===== src/mlac_pkg.sv =====
// ----------------------------------------------------------------------------
// mlac_pkg: shared definitions for the occupancy lamp controller
// Event codes, mode and level codes, register indexes, controller/datapath
// interface structs and small arithmetic helpers.
// ----------------------------------------------------------------------------
package mlac_pkg;

  // Event codes carried in the command field.
  localparam logic [1:0] CMD_TICK   = 2'd0;
  localparam logic [1:0] CMD_LUX    = 2'd1;
  localparam logic [1:0] CMD_MOTION = 2'd2;
  localparam logic [1:0] CMD_MODE   = 2'd3;

  // Lamp modes.
  localparam logic [1:0] LAMP_OFF   = 2'd0;
  localparam logic [1:0] LAMP_ON    = 2'd1;
  localparam logic [1:0] LAMP_AUTO  = 2'd2;
  localparam logic [1:0] LAMP_SLEEP = 2'd3;

  // Automatic light levels.
  localparam logic [1:0] LVL_OFF  = 2'd0;
  localparam logic [1:0] LVL_DIM  = 2'd1;
  localparam logic [1:0] LVL_FULL = 2'd2;

  // Configuration register indexes.
  localparam logic [1:0] REG_THRESHOLD  = 2'd0;
  localparam logic [1:0] REG_HOLD_TIME  = 2'd1;
  localparam logic [1:0] REG_BRIGHTNESS = 2'd2;

  // Reset values of the configuration registers.
  localparam logic [7:0] THRESHOLD_RST  = 8'd10;
  localparam logic [7:0] HOLD_TIME_RST  = 8'd12;
  localparam logic [7:0] BRIGHTNESS_RST = 8'd20;

  // Timer and cut-off constants.
  localparam logic [2:0]  RECHECK_TICKS = 3'd5;
  localparam logic [15:0] LUX_MAX       = 16'hffff;

  // Square root unit: 30*hold fits in 13 bits, its root in 7 bits.
  localparam int ROOT_W  = 7;
  localparam int LIM_W   = 13;
  localparam int ROOT_IW = $clog2(ROOT_W);

  // Commands from the controller to the datapath.
  typedef struct packed {
    logic capture;   // latch the accepted input transaction
    logic exec;      // apply the event to the lamp state
    logic root_step; // one bit of the square root
    logic dim_load;  // load the dimmed hold length
    logic out_load;  // load the result register
  } mlac_cmd_t;

  // Status from the datapath to the controller.
  typedef struct packed {
    logic need_dim;  // this event steps the light from full to dimmed
    logic root_last; // the current root step is the final one
    logic out_free;  // result register can take a new result
  } mlac_stat_t;

  // Floor of b/3 for 8-bit b, by reciprocal multiplication (exact below 512).
  function automatic logic [7:0] div3(input logic [7:0] b);
    logic [16:0] prod;
    prod = {9'd0, b} * 17'd171;
    return prod[16:9];
  endfunction

endpackage


===== src/motion_light_auto_controller.sv =====
// ----------------------------------------------------------------------------
// motion_light_auto_controller: occupancy lamp controller
// Takes tick, lux, motion and mode events and returns the lamp state and
// drive brightness after each one. Configuration through an APB port.
// ----------------------------------------------------------------------------
// Channel   Direction  Contents
// s_*       in         event transaction (tuser: command; tdata: lux, pir, mode)
// m_*       out        result transaction (level, mode, drive, cut-off)
// APB       in/out     lux_threshold, hold_time, brightness at 0x0, 0x4, 0x8
//
// After acceptance an event passes through the execute and output states,
// and its result is registered in the output state; a tick that dims the
// light also passes through the root and dim-load states in between, as
// the 7-bit square root runs one bit per cycle. The result register holds
// while m_tready is low, and the next event is accepted meanwhile; the
// block waits to load its next result until the register is free. Reset is
// synchronous and clears the configuration, sequencer, lamp state and m_tvalid.
// ----------------------------------------------------------------------------
module motion_light_auto_controller import mlac_pkg::*; (
  input  logic        clk,
  input  logic        rst,
  // Event input stream.
  input  logic        s_tvalid,
  output logic        s_tready,
  input  logic [23:0] s_tdata,   // [15:0] lux_value, [16] pir_level, [18:17] new_mode
  input  logic [1:0]  s_tuser,   // [1:0] command
  // Result output stream.
  output logic        m_tvalid,
  input  logic        m_tready,
  output logic [31:0] m_tdata,   // [1:0] light_level, [3:2] lamp_mode_out,
                                 // [11:4] drive_brightness, [27:12] lux_cutoff
  // Configuration port.
  input  logic        psel,
  input  logic        penable,
  input  logic        pwrite,
  input  logic [3:0]  paddr,
  input  logic [31:0] pwdata,
  output logic [31:0] prdata,
  output logic        pready
);

  logic [7:0]  lux_threshold;
  logic [7:0]  hold_time;
  logic [7:0]  brightness;
  logic        cfg_write;
  logic [1:0]  reg_index;

  mlac_cmd_t   cmd;
  mlac_stat_t  stat;

  logic [1:0]  light_level;
  logic [1:0]  lamp_mode_out;
  logic [7:0]  drive_brightness;
  logic [15:0] lux_cutoff;

  // Configuration registers.
  assign pready    = 1'b1;
  assign cfg_write = psel && penable && pwrite && pready;
  assign reg_index = paddr[3:2];

  always_ff @(posedge clk) begin
    if (rst) begin
      lux_threshold <= THRESHOLD_RST;
      hold_time     <= HOLD_TIME_RST;
      brightness    <= BRIGHTNESS_RST;
    end else if (cfg_write) begin
      case (reg_index)
        REG_THRESHOLD:  lux_threshold <= pwdata[7:0];
        REG_HOLD_TIME:  hold_time     <= pwdata[7:0];
        REG_BRIGHTNESS: brightness    <= pwdata[7:0];
        default: ;
      endcase
    end
  end

  always_comb begin
    case (reg_index)
      REG_THRESHOLD:  prdata = {24'd0, lux_threshold};
      REG_HOLD_TIME:  prdata = {24'd0, hold_time};
      REG_BRIGHTNESS: prdata = {24'd0, brightness};
      default:        prdata = 32'd0;
    endcase
  end

  // Sequencer.
  mlac_ctrl u_ctrl (
    .clk      (clk),
    .rst      (rst),
    .s_tvalid (s_tvalid),
    .s_tready (s_tready),
    .stat     (stat),
    .cmd      (cmd)
  );

  // Lamp state and result register.
  mlac_dp u_dp (
    .clk              (clk),
    .rst              (rst),
    .cmd              (cmd),
    .stat             (stat),
    .in_command       (s_tuser),
    .in_lux_value     (s_tdata[15:0]),
    .in_pir_level     (s_tdata[16]),
    .in_new_mode      (s_tdata[18:17]),
    .lux_threshold    (lux_threshold),
    .hold_time        (hold_time),
    .brightness       (brightness),
    .out_valid        (m_tvalid),
    .out_ready        (m_tready),
    .light_level      (light_level),
    .lamp_mode_out    (lamp_mode_out),
    .drive_brightness (drive_brightness),
    .lux_cutoff       (lux_cutoff)
  );

  assign m_tdata = {4'd0, lux_cutoff, drive_brightness, lamp_mode_out, light_level};

`ifndef SYNTHESIS
  // An accepted transaction keeps the block busy in the following cycle.
  a_busy_after_accept: assert property (@(posedge clk) disable iff (rst)
    s_tvalid && s_tready |=> !s_tready)
    else $error("event accepted on consecutive cycles");

  // The automatic level never takes the unused code.
  a_level_legal: assert property (@(posedge clk) disable iff (rst)
    m_tvalid |-> m_tdata[1:0] != 2'd3)
    else $error("illegal light level in result");

  // With the light off and the mode not on, nothing is driven.
  a_dark_when_off: assert property (@(posedge clk) disable iff (rst)
    m_tvalid && m_tdata[1:0] == LVL_OFF && m_tdata[3:2] != LAMP_ON
      |-> m_tdata[11:4] == 8'd0)
    else $error("brightness driven while light is off");
`endif

endmodule


===== src/mlac_ctrl.sv =====
// ----------------------------------------------------------------------------
// mlac_ctrl: sequencing state machine
// Accepts one transaction, applies it, runs the square root when the light
// dims, and hands the result to the output register.
// ----------------------------------------------------------------------------
module mlac_ctrl import mlac_pkg::*; (
  input  logic       clk,
  input  logic       rst,
  input  logic       s_tvalid,
  output logic       s_tready,
  input  mlac_stat_t stat,
  output mlac_cmd_t  cmd
);

  typedef enum logic [2:0] {
    S_IDLE,
    S_EXEC,
    S_ROOT,
    S_DIM,
    S_OUT
  } state_t;

  state_t state;
  state_t state_next;

  // Next state.
  always_comb begin
    state_next = state;
    case (state)
      S_IDLE: if (s_tvalid) state_next = S_EXEC;
      S_EXEC: state_next = stat.need_dim ? S_ROOT : S_OUT;
      S_ROOT: if (stat.root_last) state_next = S_DIM;
      S_DIM:  state_next = S_OUT;
      S_OUT:  if (stat.out_free) state_next = S_IDLE;
      default: state_next = S_IDLE;
    endcase
  end

  always_ff @(posedge clk) begin
    if (rst) begin
      state <= S_IDLE;
    end else begin
      state <= state_next;
    end
  end

  // Commands decoded from the state.
  assign s_tready      = (state == S_IDLE);
  assign cmd.capture   = (state == S_IDLE) && s_tvalid;
  assign cmd.exec      = (state == S_EXEC);
  assign cmd.root_step = (state == S_ROOT);
  assign cmd.dim_load  = (state == S_DIM);
  assign cmd.out_load  = (state == S_OUT) && stat.out_free;

endmodule


===== src/mlac_dp.sv =====
// ----------------------------------------------------------------------------
// mlac_dp: lamp state datapath
// Holds the lamp state, timers and cut-off, the bit-serial square root for
// the dimmed hold, and the result register.
// ----------------------------------------------------------------------------
module mlac_dp import mlac_pkg::*; (
  input  logic        clk,
  input  logic        rst,
  input  mlac_cmd_t   cmd,
  output mlac_stat_t  stat,
  input  logic [1:0]  in_command,
  input  logic [15:0] in_lux_value,
  input  logic        in_pir_level,
  input  logic [1:0]  in_new_mode,
  input  logic [7:0]  lux_threshold,
  input  logic [7:0]  hold_time,
  input  logic [7:0]  brightness,
  output logic        out_valid,
  input  logic        out_ready,
  output logic [1:0]  light_level,
  output logic [1:0]  lamp_mode_out,
  output logic [7:0]  drive_brightness,
  output logic [15:0] lux_cutoff
);

  // Captured input transaction.
  logic [1:0]  item_cmd;
  logic [15:0] item_lux;
  logic        item_pir;
  logic [1:0]  item_mode;

  // Lamp state.
  logic [1:0]  auto_level, auto_level_next;
  logic [1:0]  lamp_mode, lamp_mode_next;
  logic [15:0] lux_off_level, lux_off_level_next;
  logic [15:0] last_lux, last_lux_next;
  logic [10:0] hold_count, hold_count_next;
  logic        hold_running, hold_running_next;
  logic [2:0]  recheck_count, recheck_count_next;
  logic        recheck_running, recheck_running_next;

  // Square root unit.
  logic [ROOT_W-1:0]  root;
  logic [ROOT_IW-1:0] root_bit;
  logic [ROOT_W-1:0]  trial;
  logic [2*ROOT_W-1:0] trial_sq;
  logic [LIM_W-1:0]   root_lim;

  // Arithmetic helpers.
  logic [9:0]  thr3;
  logic [8:0]  cut_a;
  logic [17:0] lux3;
  logic [16:0] cut_b;
  logic [16:0] cut_max;
  logic [15:0] cut_calc;
  logic [10:0] hold_full;
  logic [7:0]  drive;

  // Capture the accepted transaction.
  always_ff @(posedge clk) begin
    if (cmd.capture) begin
      item_cmd  <= in_command;
      item_lux  <= in_lux_value;
      item_pir  <= in_pir_level;
      item_mode <= in_new_mode;
    end
  end

  // Cut-off after recheck: max(ceil(1.5*threshold), floor(1.5*lux)), saturated.
  assign thr3     = {2'd0, lux_threshold} + {1'b0, lux_threshold, 1'b0};
  assign cut_a    = 9'((thr3 + 10'd1) >> 1);
  assign lux3     = {2'd0, last_lux} + {1'b0, last_lux, 1'b0};
  assign cut_b    = lux3[17:1];
  assign cut_max  = (cut_b > {8'd0, cut_a}) ? cut_b : {8'd0, cut_a};
  assign cut_calc = cut_max[16] ? LUX_MAX : cut_max[15:0];

  // Full hold is five times the hold unit.
  assign hold_full = {3'd0, hold_time} + {1'b0, hold_time, 2'd0};

  // Event handling.
  always_comb begin
    auto_level_next      = auto_level;
    lamp_mode_next       = lamp_mode;
    lux_off_level_next   = lux_off_level;
    last_lux_next        = last_lux;
    hold_count_next      = hold_count;
    hold_running_next    = hold_running;
    recheck_count_next   = recheck_count;
    recheck_running_next = recheck_running;
    case (item_cmd)
      CMD_TICK: begin
        if (recheck_running) begin
          if (recheck_count <= 3'd1) begin
            recheck_running_next = 1'b0;
            recheck_count_next   = 3'd0;
            lux_off_level_next   = cut_calc;
          end else begin
            recheck_count_next = recheck_count - 3'd1;
          end
        end
        if (hold_running) begin
          if (hold_count <= 11'd1) begin
            hold_running_next = 1'b0;
            hold_count_next   = 11'd0;
            if (auto_level != LVL_OFF) begin
              auto_level_next = auto_level - 2'd1;
            end
            // Stepping down from full starts the dimmed hold; its length
            // is loaded once the square root is done.
            if (auto_level == LVL_FULL) begin
              hold_running_next = 1'b1;
            end
          end else begin
            hold_count_next = hold_count - 11'd1;
          end
        end
      end
      CMD_LUX: begin
        last_lux_next = item_lux;
        if (auto_level != LVL_OFF && item_lux > lux_off_level) begin
          auto_level_next = LVL_OFF;
        end
        if (lamp_mode == LAMP_SLEEP && item_lux > {8'd0, lux_threshold}) begin
          lamp_mode_next = LAMP_AUTO;
        end
      end
      CMD_MOTION: begin
        if (lamp_mode == LAMP_AUTO) begin
          if (item_pir) begin
            if (last_lux < {8'd0, lux_threshold}) begin
              hold_running_next    = 1'b0;
              hold_count_next      = 11'd0;
              lux_off_level_next   = LUX_MAX;
              auto_level_next      = LVL_FULL;
              recheck_count_next   = RECHECK_TICKS;
              recheck_running_next = 1'b1;
            end
          end else begin
            hold_count_next   = hold_full;
            hold_running_next = 1'b1;
          end
        end
      end
      CMD_MODE: lamp_mode_next = item_mode;
      default: lamp_mode_next = lamp_mode;
    endcase
  end

  assign stat.need_dim = (item_cmd == CMD_TICK) && hold_running &&
                         (hold_count <= 11'd1) && (auto_level == LVL_FULL);

  // State registers.
  always_ff @(posedge clk) begin
    if (rst) begin
      auto_level      <= LVL_OFF;
      lamp_mode       <= LAMP_OFF;
      lux_off_level   <= LUX_MAX;
      last_lux        <= 16'd0;
      hold_count      <= 11'd0;
      hold_running    <= 1'b0;
      recheck_count   <= 3'd0;
      recheck_running <= 1'b0;
    end else if (cmd.exec) begin
      auto_level      <= auto_level_next;
      lamp_mode       <= lamp_mode_next;
      lux_off_level   <= lux_off_level_next;
      last_lux        <= last_lux_next;
      hold_count      <= hold_count_next;
      hold_running    <= hold_running_next;
      recheck_count   <= recheck_count_next;
      recheck_running <= recheck_running_next;
    end else if (cmd.dim_load) begin
      // round(sqrt(7.5*h)) equals (isqrt(30*h) + 1) / 2.
      hold_count <= 11'((({1'b0, root}) + 8'd1) >> 1);
    end
  end

  // Restoring square root of 30*hold_time, one result bit per cycle.
  assign root_lim  = {hold_time, 5'd0} - {4'd0, hold_time, 1'b0};
  assign trial     = root | (ROOT_W'(1) << root_bit);
  assign trial_sq  = trial * trial;
  assign stat.root_last = (root_bit == '0);

  always_ff @(posedge clk) begin
    if (cmd.exec) begin
      root     <= '0;
      root_bit <= ROOT_IW'(ROOT_W - 1);
    end else if (cmd.root_step) begin
      if (trial_sq <= {1'b0, root_lim}) begin
        root <= trial;
      end
      root_bit <= root_bit - ROOT_IW'(1);
    end
  end

  // Drive brightness from the settled state.
  always_comb begin
    if (auto_level == LVL_DIM) begin
      drive = div3(brightness);
    end else if (auto_level != LVL_OFF || lamp_mode == LAMP_ON) begin
      drive = brightness;
    end else begin
      drive = 8'd0;
    end
  end

  // Result register.
  assign stat.out_free = !out_valid || out_ready;

  always_ff @(posedge clk) begin
    if (rst) begin
      out_valid <= 1'b0;
    end else if (cmd.out_load) begin
      out_valid <= 1'b1;
    end else if (out_ready) begin
      out_valid <= 1'b0;
    end
  end

  always_ff @(posedge clk) begin
    if (cmd.out_load) begin
      light_level      <= auto_level;
      lamp_mode_out    <= lamp_mode;
      drive_brightness <= drive;
      lux_cutoff       <= lux_off_level;
    end
  end

endmodule


===== config.mk =====
export PLATFORM = sky130hd
export DESIGN_NAME = motion_light_auto_controller
export DESIGN_NICKNAME = d
export VERILOG_FILES = /design/src/mlac_pkg.sv /design/src/motion_light_auto_controller.sv /design/src/mlac_ctrl.sv /design/src/mlac_dp.sv
export SDC_FILE = /design/constraint.sdc
export NUM_CORES = 1
export LEC_CHECK = 0
export BUFFER_PORTS_ARGS = -buffer_cell sky130_fd_sc_hd__buf_2
export CAP_MARGIN = 10
export CELL_PAD_IN_SITES_DETAIL_PLACEMENT = 1
export CELL_PAD_IN_SITES_GLOBAL_PLACEMENT = 1
export CORE_MARGIN = 2
export CORE_UTILIZATION = 32
export CTS_BUF_LIST = sky130_fd_sc_hd__clkbuf_8
export DETAILED_ROUTE_END_ITERATION = 16
export GPL_ROUTABILITY_DRIVEN = 0
export GPL_TIMING_DRIVEN = 0
export PLACE_DENSITY_LB_ADDON = 0.1
export SYNTH_ARGS = -nofsm -noshare
export SYNTH_HDL_FRONTEND = slang
export SYNTH_SLANG_ARGS = --single-unit
export TNS_END_PERCENT = 5

===== constraint.sdc =====
create_clock -name clk -period 14.6 [get_ports clk]
set_input_delay 2.19 -clock clk [delete_from_list [all_inputs] [get_ports clk]]
set_output_delay 2.19 -clock clk [all_outputs]
set_load 0.005 [all_outputs]

Yosys cells after proc, flatten, opt, wreduce, memory -nomap -nowiden
Cells that the tools add are included.

word-level totals
  register bits after elaboration = 139
  input port bits = 69

cells by class
  bitwise gates (word level) = 2
  add/sub/neg operators = 10
  reduce and logical (&&, ||, !) cells = 36
  $mul = 2
  $lt $le $gt $ge = 7
  equal/unequal tests = 32
  multiplexer cells = 55
  shift operators = 1

operator list
  kind                  count
  $mux 16               6
  $mux 11               7
  $pmux 16 s2           1
  $mux 3                9
  $pmux 8 s3            1
  $ne 2x1->1 const B    11
  $pmux 11 s2           1
  $add 16x17->18        1
  $gt 17x9->1           1
  $mux 17               1
  $gt 16x16->1          1
  $gt 16x8->1           1
  $lt 16x8->1           1
  $mul 8x8->16 const B  1
  $mux 2                8
  $pmux 3 s5            1
  $le 14x13->1          1
  $mul 7x7->14          1
  $mux 7                2
  $mux 1                13
  $sub 13x9->13         1
  $eq 2x2->1 const B    6
  $add 8x10->11         1
  $le 11x1->1 const B   1
  38 further kinds      67

Depth between registers and ports, before layout
Gate-level depths: netlist (run 1).

  depth in word-level cells = 8
  gate-level depth with buffers = 28
  gate-level depth less buffers = 28

By module
Synthesis (run 1) repeated with hierarchy kept, for this count alone.

second synthesis, totals
  cells, all modules = 1302
  area, all modules = 11706.2 um^2

by module, submodules not included
  module                        cells each  area an instance (um^2)  instances  seq. area each (um^2)
  mlac_dp                       1124        10087.2                  1          2732.6
  motion_light_auto_controller  156         1410.1                   1          480.5
  mlac_ctrl                     22          209.0                    1          60.1

Worst setup path after synthesis (run 1)
OpenSTA, ideal clock, no wires.

  path kind = register to register
  start point = register u_dp.root_bit[1]
  end point = register u_dp.root[5]
  buffers on the path = 0
  required time = 14483 ps
  clock period less this slack = 5825 ps
  library setup time = 117 ps
  cell stages (with the launch flop) = 26
  data arrival time = 5708 ps
  slack = 8775 ps
  cell sequence = dfxtp_1 inv_1 ha_1 a21oi_1 nor2_1 xnor2_1 ha_1 inv_1 fa_1 inv_1 fa_1 inv_1 fa_1 inv_1 ha_1 a21o_1 a21oi_1 o21ai_0 a2111oi_0 nor3b_1 xor2_1 ha_1 nand2_1 o2111ai_1 o21ai_0 a32o_1

on the way
  cells in the longest elaborated chain, start to end = 5

RTL lines
  what                               line            text
  start, declared                    mlac_dp.sv:44   logic [ROOT_IW-1:0] root_bit;
  start signal, assigned             mlac_dp.sv:187  root_bit <= ROOT_IW'(ROOT_W - 1);
  start signal, assigned             mlac_dp.sv:192  root_bit <= root_bit - ROOT_IW'(1);
  $shl 1x3->7 *                      mlac_dp.sv:180  assign trial = root | (ROOT_W'(1) << root_bit);
  $or 7x7->7 *                       mlac_dp.sv:180
  $mul 7x7->14                       mlac_dp.sv:181  assign trial_sq = trial * trial;
  $le 14x13->1                       mlac_dp.sv:189  if (trial_sq <= {1'b0, root_lim}) begin
  $reduce_and 2->1 (no source line)  -
  end signal, assigned               mlac_dp.sv:190  root <= trial;
  end, declared                      mlac_dp.sv:43   logic [ROOT_W-1:0] root;

Mark *: on every way between the ends. The rest lies on a longest branch, timed or not.
A chain may end at the register's enable or synchronous reset.

Worst setup path in the final report (run 1)
  start point = register u_dp.root_bit[0]
  end point = register u_dp.root[3]

The elaborated chain is that of the path after synthesis.

==> impl_metrics.ini, run 1 <==
[layout]
syn_to_final_growth_pct = 13.2
layout_commonest_cell = ha_1
diodes = 0
finalNetCount = 1667
mostFrequentLayoutCells = ha_1 (176), inv_1 (134), nor2_1 (108)
drive_above_1_share = 0.115
layout.cells.non_filler = 1868
multi_input_area_um2 = 7380
regArea_um2 = 3270
fillers = 4139

[logic_synthesis]
synth_edf_count = 49
synth_seq_cells = 139
synth-simple-area-share = 0.151
syn-cell-area_um2 = 11400
ys_types = 73
synthArstFlopShare = 0
yosys_warnings = 0
synth_fa_ha_area_frac = 0.241
syn_inst = 1272
synth_top_family_by_area = adder cells
yosysSeqAreaShare = 0.288
muxShareOfSynthArea = 0.0353
synth_xor_area_frac = 0.0554
dominantRegCellSynth = dfxtp_1
post_synth.cell_area_avg_um2 = 8.95
synth_compound_area_frac = 0.155

[clock_tree]
numCtsBuffers = 17
clockRootBuffer = clkbuf_8
cts_setup_buffers = 0
insertion_delay_ns = 0.46
ctsHtreeMaxLevel = 4
cts_tree = done
cts_max_path_buffers = 2
cts.sinks = 139
ctsResizeCount = 0
clk_pin_slew_worst_paths_ns = 0.09
holdBufCountCts = 0

[setup_path]
crit_arrival_ns = 7.26
start_kind = flip-flop
critPathMaxFanout = 8
crit_start = u_dp.root_bit[0]$_SDFFE_PP0P_
crit_type = reg2reg
cp-end-kind = flip-flop
worstRegToRegCells = 23
cp.required_ns = 14.99
r2r-start = u_dp.root_bit[0]$_SDFFE_PP0P_

[place]
placed_cells = 1837
portBuffers = 75
place_hpwl_um = 26500

[global_route]
globalRouteTotalUtil = 0.182
grt_pass1_wl_um = 51800
grt_max_degree = 29
grt_pass1_vias = 9523
grt_overflow = 0
antenna_found_initial = 0

[sta]
max_freq_mhz = 146
fin_setup_tns_ns = 0
rsz0062_at_grt = false
fin_crit_sh = 0.470
final_hold_viol_count = 0
fin_crit_ns = 6.87
setup_viol = 0
finalClockSkew_ns = 0.0157
drv_slew = 0
maxSlewHeadroom = 0.324
worst_pin_slew_ns = 1.01

[outcome]
status = finished clean

[floorplan]
die_w_um = 193
die_y_um = 193
initial_core_util = 0.322
coreArea_um2 = 35300
die_area_um2 = 37100
row_count = 69
ioPinCount = 136

[power]
p_leak_nw = 5.97
peakVddDrop_mv = 0.0413
p_per_area_nw_per_um2 = 67.7
total_power_mw = 0.872

[min_path]
hp-start = u_dp.lux_off_level[5]$_SDFFE_PP1P_
hold_depth = 0
hp-class = reg2reg

[detailed_routing]
firstDrtPassIters = 4
post-route-drc-count = 0
vias_per_cell = 4.90
avgRoutedWirePerCell_um = 17.4
vias = 9146
postRouteAntennaNets = 0
drt-total-wl_um = 32500
dr.first_iter.drc_count = 265

[job]
drv_cap = 0
-- layer usage --
metal	track usage	vias up	wire, um
met5	0	-	0
met4	0.0499	0	583
met3	0.0211	23	487
met2	0.329	77	16300
met1	0.227	4421	15100
li1	-	4625	-
-- layout make-up --
class	instances	area share
multi-input combinational	966	0.573
sequential	139	0.254
tap	461	0.0448
inverter	128	0.0373
timing repair buffer	77	0.0328
buffer	66	0.0284
clock buffer	18	0.0192
clock inverter	13	0.0107
-- per-stage QoR --
step	cell area (um^2)	setup slack, ns	hold WS, ns	utilization
3_5_place_dp	12500	7.70	0.455	0.354
4_1_cts	12900	7.69	0.475	0.365
6_report	12900	7.73	0.470	0.365
3_3_place_gp	12400	7.71	0.450	0.352
2_1_floorplan	11500	8.77	0.431	-
5_1_grt	12900	7.16	0.483	0.365
-- cell families after synthesis --
group,count (synthesis)
and+or+nand+nor,358
muxes,40
DFF,139
xor gates and xnor gates,72
AOI/OAI and AO/OA,264
buffers and inverters,194
adders and majority gates,203
other,2
-- power breakdown --
group          internal (mW)  switching [mW]
registers              0.410          0.0107
clock network          0.169           0.154
logic                 0.0544          0.0757
-- worst paths after layout --
kind                                   to  slack, ns
max             u_dp.root[3]$_SDFFE_PP0P_       7.73
min          u_dp.lux_cutoff[5]$_DFFE_PP_       0.47
max reg2reg     u_dp.root[3]$_SDFFE_PP0P_       7.73
min reg2reg  u_dp.lux_cutoff[5]$_DFFE_PP_       0.47
-- sequential cells by signal (all words and copies together) (netlist names), 3 cells and up --
register               flops
brightness                 8
hold_time                  8
lux_threshold              8
u_ctrl.state               3
u_dp.drive_brightness      8
u_dp.hold_count           11
u_dp.item_lux             16
u_dp.last_lux             16
u_dp.lux_cutoff           16
u_dp.lux_off_level        16
u_dp.recheck_count         3
u_dp.root                  7
u_dp.root_bit              3
-- worst max-delay path, cell delays in order, from the launching register on --
cell and delay (ns):
dfxtp_1 0.41, inv_1 0.12, ha_1 0.28, a21oi_1 0.75
inv_1 0.24, nand2_1 0.18, fa_1 0.49, fa_1 0.55
inv_1 0.05, fa_1 0.48, ha_1 0.31, ha_1 0.36
a21o_1 0.18, a21oi_1 0.22, o21ai_0 0.18, a2111oi_0 0.48
nor3b_1 0.13, xor2_1 0.17, ha_1 0.34, a21oi_1 0.16
o2111ai_1 0.10, o21ai_0 0.22, nand2_1 0.18, o21ai_0 0.19
-- cells in the mapped netlist, types with 4 or more instances --
cell type,n,share of area
buf_4,29,0.019
o211ai_1,4,0.0026
xor2_1,27,0.021
o2111ai_1,5,0.0038
nor3_1,24,0.011
edfxtp_1,49,0.13
a21o_1,25,0.016
nand2b_1,28,0.015
nand4_1,13,0.0071
and3_1,4,0.0022
o21a_1,16,0.011
nor2b_1,18,0.0099
a22oi_1,5,0.0033
o32ai_1,4,0.0031
ha_1,176,0.19
a41oi_1,4,0.0031
a211o_1,8,0.0062
o21bai_1,7,0.0046
a21oi_1,87,0.038
nor4_1,5,0.0027
a221oi_1,6,0.0046
nor2_1,109,0.036
and2_1,6,0.0033
o21ai_0,39,0.017
a31o_2,4,0.0031
nand2_1,96,0.032
dfxtp_1,90,0.16
nor3b_1,10,0.0066
a31oi_1,4,0.0022
xnor2_1,45,0.035
or2_2,8,0.0044
nand3_1,20,0.0088
a22o_1,7,0.0054
a211oi_1,9,0.0059
clkbuf_1,32,0.011
o22ai_1,8,0.0044
fa_1,27,0.047
inv_1,128,0.042
mux2i_1,39,0.034
No activity file was read; power rests on OpenSTA's default activity.
==> run 2, diff against run 1 <==
==> constraint.sdc (replaced) <==
create_clock -name clk -period 6.14 [get_ports clk]
set_input_delay 0.921 -clock clk [delete_from_list [all_inputs] [get_ports clk]]
set_output_delay 0.921 -clock clk [all_outputs]
set_load 0.005 [all_outputs]
==> impl_metrics.ini, run 2 (same netlist as run 1, synthesis figures left out) <==
[layout]
syn_to_final_growth_pct = 14.6
layout.cells.non_filler = 1873
finalNetCount = 1672
mostFrequentLayoutCells = ha_1 (175), inv_1 (134), nor2_1 (107)
layout_commonest_cell = ha_1
diodes = 0
drive_above_1_share = 0.132

[detailed_routing]
avgRoutedWirePerCell_um = 17.5
vias_per_cell = 4.90
drt-total-wl_um = 32700
firstDrtPassIters = 4
postRouteAntennaNets = 0
dr.first_iter.drc_count = 259
post-route-drc-count = 0
vias = 9173

[floorplan]
ioPinCount = 136
row_count = 69
die_y_um = 193
coreArea_um2 = 35300
die_w_um = 193
initial_core_util = 0.322
die_area_um2 = 37100

[clock_tree]
cts.sinks = 139
clockRootBuffer = clkbuf_8
cts_tree = done
numCtsBuffers = 17
holdBufCountCts = 0
cts_max_path_buffers = 2
ctsHtreeMaxLevel = 4
insertion_delay_ns = 0.46
clk_pin_slew_worst_paths_ns = 0.09

[setup_path]
cp.required_ns = 6.50
start_kind = flip-flop
crit_type = reg2reg
crit_arrival_ns = 6.20
cp-end-kind = flip-flop
worstRegToRegCells = 27
critPathMaxFanout = 5

[global_route]
grt_pass1_wl_um = 52000
antenna_found_initial = 0
grt_overflow = 0
grt_max_degree = 29
grt_pass1_vias = 9541
globalRouteTotalUtil = 0.183

[power]
p_leak_nw = 6.02
p_per_area_nw_per_um2 = 159
peakVddDrop_mv = 0.0983
total_power_mw = 2.08

[sta]
max_freq_mhz = 171
fin_crit_sh = 0.951
whs_ns = 0.470
maxSlewHeadroom = 0.305
fin_setup_tns_ns = 0
rsz0062_at_grt = true
drv_slew = 0
fin_crit_ns = 5.84
setup_viol = 0
finalClockSkew_ns = 0.0162
worst_pin_slew_ns = 1.04
final_hold_viol_count = 0

[place]
placed_cells = 1837
place_hpwl_um = 26500
portBuffers = 75

[job]
drv_cap = 0

[min_path]
hold_depth = 0
hp-class = reg2reg

[outcome]
status = finished clean
## run 2: cell count changes in the layout (fill, tap and decap cells not counted), moves of 2 or more
cell and change:
a21oi_1 -7, a21oi_2 +4, buf_4 +4, o21ai_0 -4, a21oi_4 +3, dfxtp_1 -2
nand2_1 -2, nand2_2 +2, o21ai_1 +2, o21ai_2 +2
## run 2: power breakdown
group / internal [mW] / total, mW / leakage (nW) / switching (mW)
combinational: 0.130 / 0.310 / 4.63 / 0.180
clock: 0.401 / 0.767 / 0.220 / 0.366
sequential: 0.973 / 0.999 / 1.17 / 0.0257
## run 2: layout make-up
| class | instances | area, um^2 |
|---|---|---|
| multi-input combinational | 966 | 7480 |
| inverter | 128 | 480 |
| buffer | 66 | 367 |
| clock buffer | 18 | 248 |
| clock inverter | 13 | 138 |
| tap | 461 | 577 |
| timing repair buffer | 82 | 473 |
| sequential | 139 | 3280 |
| fill | 4126 | 22300 |
## run 2: repair_timing
| action | in CTS | in global routing |
|---|---|---|
| gates resized for setup | 16 | 16 |
| pin swaps | 2 | 5 |
| buffers inserted | 2 | 3 |
| endpoints found under the setup margin | 7 | 7 |
| cloned | 0 | 0 |
## run 2: worst max-delay path: stages, from the launching register on
cell,delay [ns]
dfxtp_4,0.38
inv_1,0.08
ha_1,0.24
nor2b_4,0.15
or2_2,0.33
nand2_2,0.12
xnor2_1,0.08
ha_1,0.28
inv_1,0.05
fa_1,0.53
inv_1,0.05
fa_1,0.53
inv_1,0.05
fa_1,0.53
inv_1,0.04
ha_1,0.21
a21o_1,0.19
a21oi_2,0.18
o21ai_0,0.14
xor2_1,0.16
ha_1,0.31
nand4_1,0.08
buf_4,0.17
o21ai_1,0.17
a21oi_1,0.10
o2111ai_1,0.21
o21ai_2,0.13
a32o_1,0.27
## run 2: metal layers
layer  up-vias  GRT usage  part of all wire
met5         -          0                 0
met3        25     0.0211             0.018
met4         0     0.0499             0.019
met1      4429      0.228              0.46
met2        81      0.329              0.50
li1       4638          -                 -
## run 2: path summary, 6_finish.rpt
path,from,endpoint,slack [ns]
worst min register to register,u_dp.lux_off_level[5]$_SDFFE_PP1P_,u_dp.lux_cutoff[5]$_DFFE_PP_,0.47
worst max-delay path,u_dp.root_bit[0]$_SDFFE_PP0P_,u_dp.root[5]$_SDFFE_PP0P_,0.30
worst min-delay path,u_dp.lux_off_level[5]$_SDFFE_PP1P_,u_dp.lux_cutoff[5]$_DFFE_PP_,0.47
worst max register to register,u_dp.root_bit[0]$_SDFFE_PP0P_,u_dp.root[5]$_SDFFE_PP0P_,0.30
## run 2: per-stage QoR
stage | setup slack, ns | util | cell area [um^2]
2_1_floorplan | 0.315 | - | 11500
3_3_place_gp | -0.753 | 0.352 | 12400
3_5_place_dp | -0.756 | 0.354 | 12500
4_1_cts | 0.0106 | 0.367 | 13000
5_1_grt | -0.0354 | 0.369 | 13000
6_report | 0.303 | 0.369 | 13000
==> run 3, diff against run 2 <==
--- a/config.mk
+++ b/config.mk
@@ -16,6 +16,7 @@
 export GPL_ROUTABILITY_DRIVEN = 0
 export GPL_TIMING_DRIVEN = 0
 export PLACE_DENSITY_LB_ADDON = 0.1
+export REMOVE_ABC_BUFFERS = 1
 export SYNTH_ARGS = -nofsm -noshare
 export SYNTH_HDL_FRONTEND = slang
 export SYNTH_SLANG_ARGS = --single-unit
==> impl_metrics.ini, run 3 (same netlist as run 1, synthesis figures left out) <==
[outcome]
status = finished clean

[floorplan]
die_y_um = 193
coreArea_um2 = 35300
row_count = 69
die_w_um = 193
ioPinCount = 136
die_area_um2 = 37100
initial_core_util = 0.322

[detailed_routing]
postRouteAntennaNets = 0
vias = 8974
post-route-drc-count = 0
firstDrtPassIters = 4
dr.first_iter.drc_count = 300
avgRoutedWirePerCell_um = 17.4
drt-total-wl_um = 31600
vias_per_cell = 4.95

[layout]
drive_above_1_share = 0.129
final_area_um2 = 12800
fillers = 4106
fin_util = 0.363
multi_input_area_um2 = 7540
layout_commonest_cell = ha_1
syn_to_final_growth_pct = 12.7
diodes = 0
regArea_um2 = 3280
finalNetCount = 1611
mostFrequentLayoutCells = ha_1 (173), inv_1 (129), nor2_1 (107)

[setup_path]
cp_common_cell = inv_1
crit_arrival_ns = 6.14
critPathMaxStageDelay_ns = 0.54
start_kind = flip-flop
cp.required_ns = 6.51
crit_path_top_delay_cell = fa_1
cp_num_buf_inv = 5
critPathMaxFanout = 5
crit_family = adder cells
crit_type = reg2reg
cp-end-kind = flip-flop

[clock_tree]
ctsHtreeMaxLevel = 4
cts.sinks = 139
clk_pin_slew_worst_paths_ns = 0.09
cts_tree = done
cts_max_path_buffers = 2
clockRootBuffer = clkbuf_8
numCtsBuffers = 17
holdBufCountCts = 0
insertion_delay_ns = 0.49

[sta]
setup_viol = 0
finalClockSkew_ns = 0.0199
worst_pin_slew_ns = 1.02
maxSlewHeadroom = 0.323
fin_crit_sh = 0.939
max_freq_mhz = 173
drv_slew = 0
fin_crit_ns = 5.76
final_hold_viol_count = 0

[power]
p_leak_nw = 5.85
peakVddDrop_mv = 0.143
p_per_area_nw_per_um2 = 164

[global_route]
grt_pass1_wl_um = 50600
grt_pass1_vias = 9387
antenna_found_initial = 0
grt_max_degree = 80
globalRouteTotalUtil = 0.178
grt_overflow = 0

[place]
placed_area_um2 = 12200
portBuffers = 75
place_hpwl_um = 25200

[job]
drv_cap = 0

[min_path]
hp-class = reg2reg
[run 3: worst paths after layout]
kind	cells past startpoint	to	slack, ns	startpoint
worst max register to register	26	u_dp.root[5]$_SDFFE_PP0P_	0.38	u_dp.root_bit[1]$_SDFFE_PP1P_
worst min-delay path	0	u_dp.lux_cutoff[12]$_DFFE_PP_	0.47	u_dp.lux_off_level[12]$_SDFFE_PP1P_
worst min register to register	0	u_dp.lux_cutoff[12]$_DFFE_PP_	0.47	u_dp.lux_off_level[12]$_SDFFE_PP1P_
worst max-delay path	26	u_dp.root[5]$_SDFFE_PP0P_	0.38	u_dp.root_bit[1]$_SDFFE_PP1P_
[run 3: metrics by stage]
stage / hold slack [ns] / cells / total power [mW] / TNS, ns / setup WS [ns]
global route: 0.477 / 1813 / 2.22 / -0.000458 / -0.000458
CTS: 0.473 / 1807 / 2.14 / 0 / 0.0177
detailed placement: 0.462 / 1773 / 1.31 / -5.59 / -0.860
floorplan: 0.431 / 1233 / 1.19 / 0 / 0.314
finish: 0.465 / 1813 / 2.10 / 0 / 0.375
global placement: 0.454 / 1769 / 1.30 / -4.89 / -0.739
[run 3: metal layers]
metal / track usage / vias to the layer above / wire [um]
met1: 0.222 / 4347 / 14700
li1: - / 4514 / -
met5: 0 / - / 0
met4: 0.0455 / 0 / 395
met2: 0.318 / 93 / 15900
met3: 0.0258 / 20 / 646
[run 3: power by group]
group | total (mW) | switching (mW) | internal [mW]
Sequential | 0.999 | 0.0261 | 0.973
Clock | 0.821 | 0.389 | 0.432
Combinational | 0.284 | 0.169 | 0.115
[run 3: cell type report]
| class | count | share of cell area |
|---|---|---|
| flip-flops and latches | 139 | 0.256 |
| clock buffers | 20 | 0.0215 |
| inverters | 128 | 0.0375 |
| repair buffers | 87 | 0.0415 |
| well taps | 461 | 0.0450 |
| multi-input cells | 966 | 0.588 |
| clock inverters | 12 | 0.0112 |
[run 3: repair_timing]
| item | 4_1_cts | 5_1_grt |
|---|---|---|
| pin swaps | 3 | 5 |
| resized for setup | 22 | 24 |
| buffers inserted | 2 | 6 |
| setup endpoints to repair | 7 | 7 |
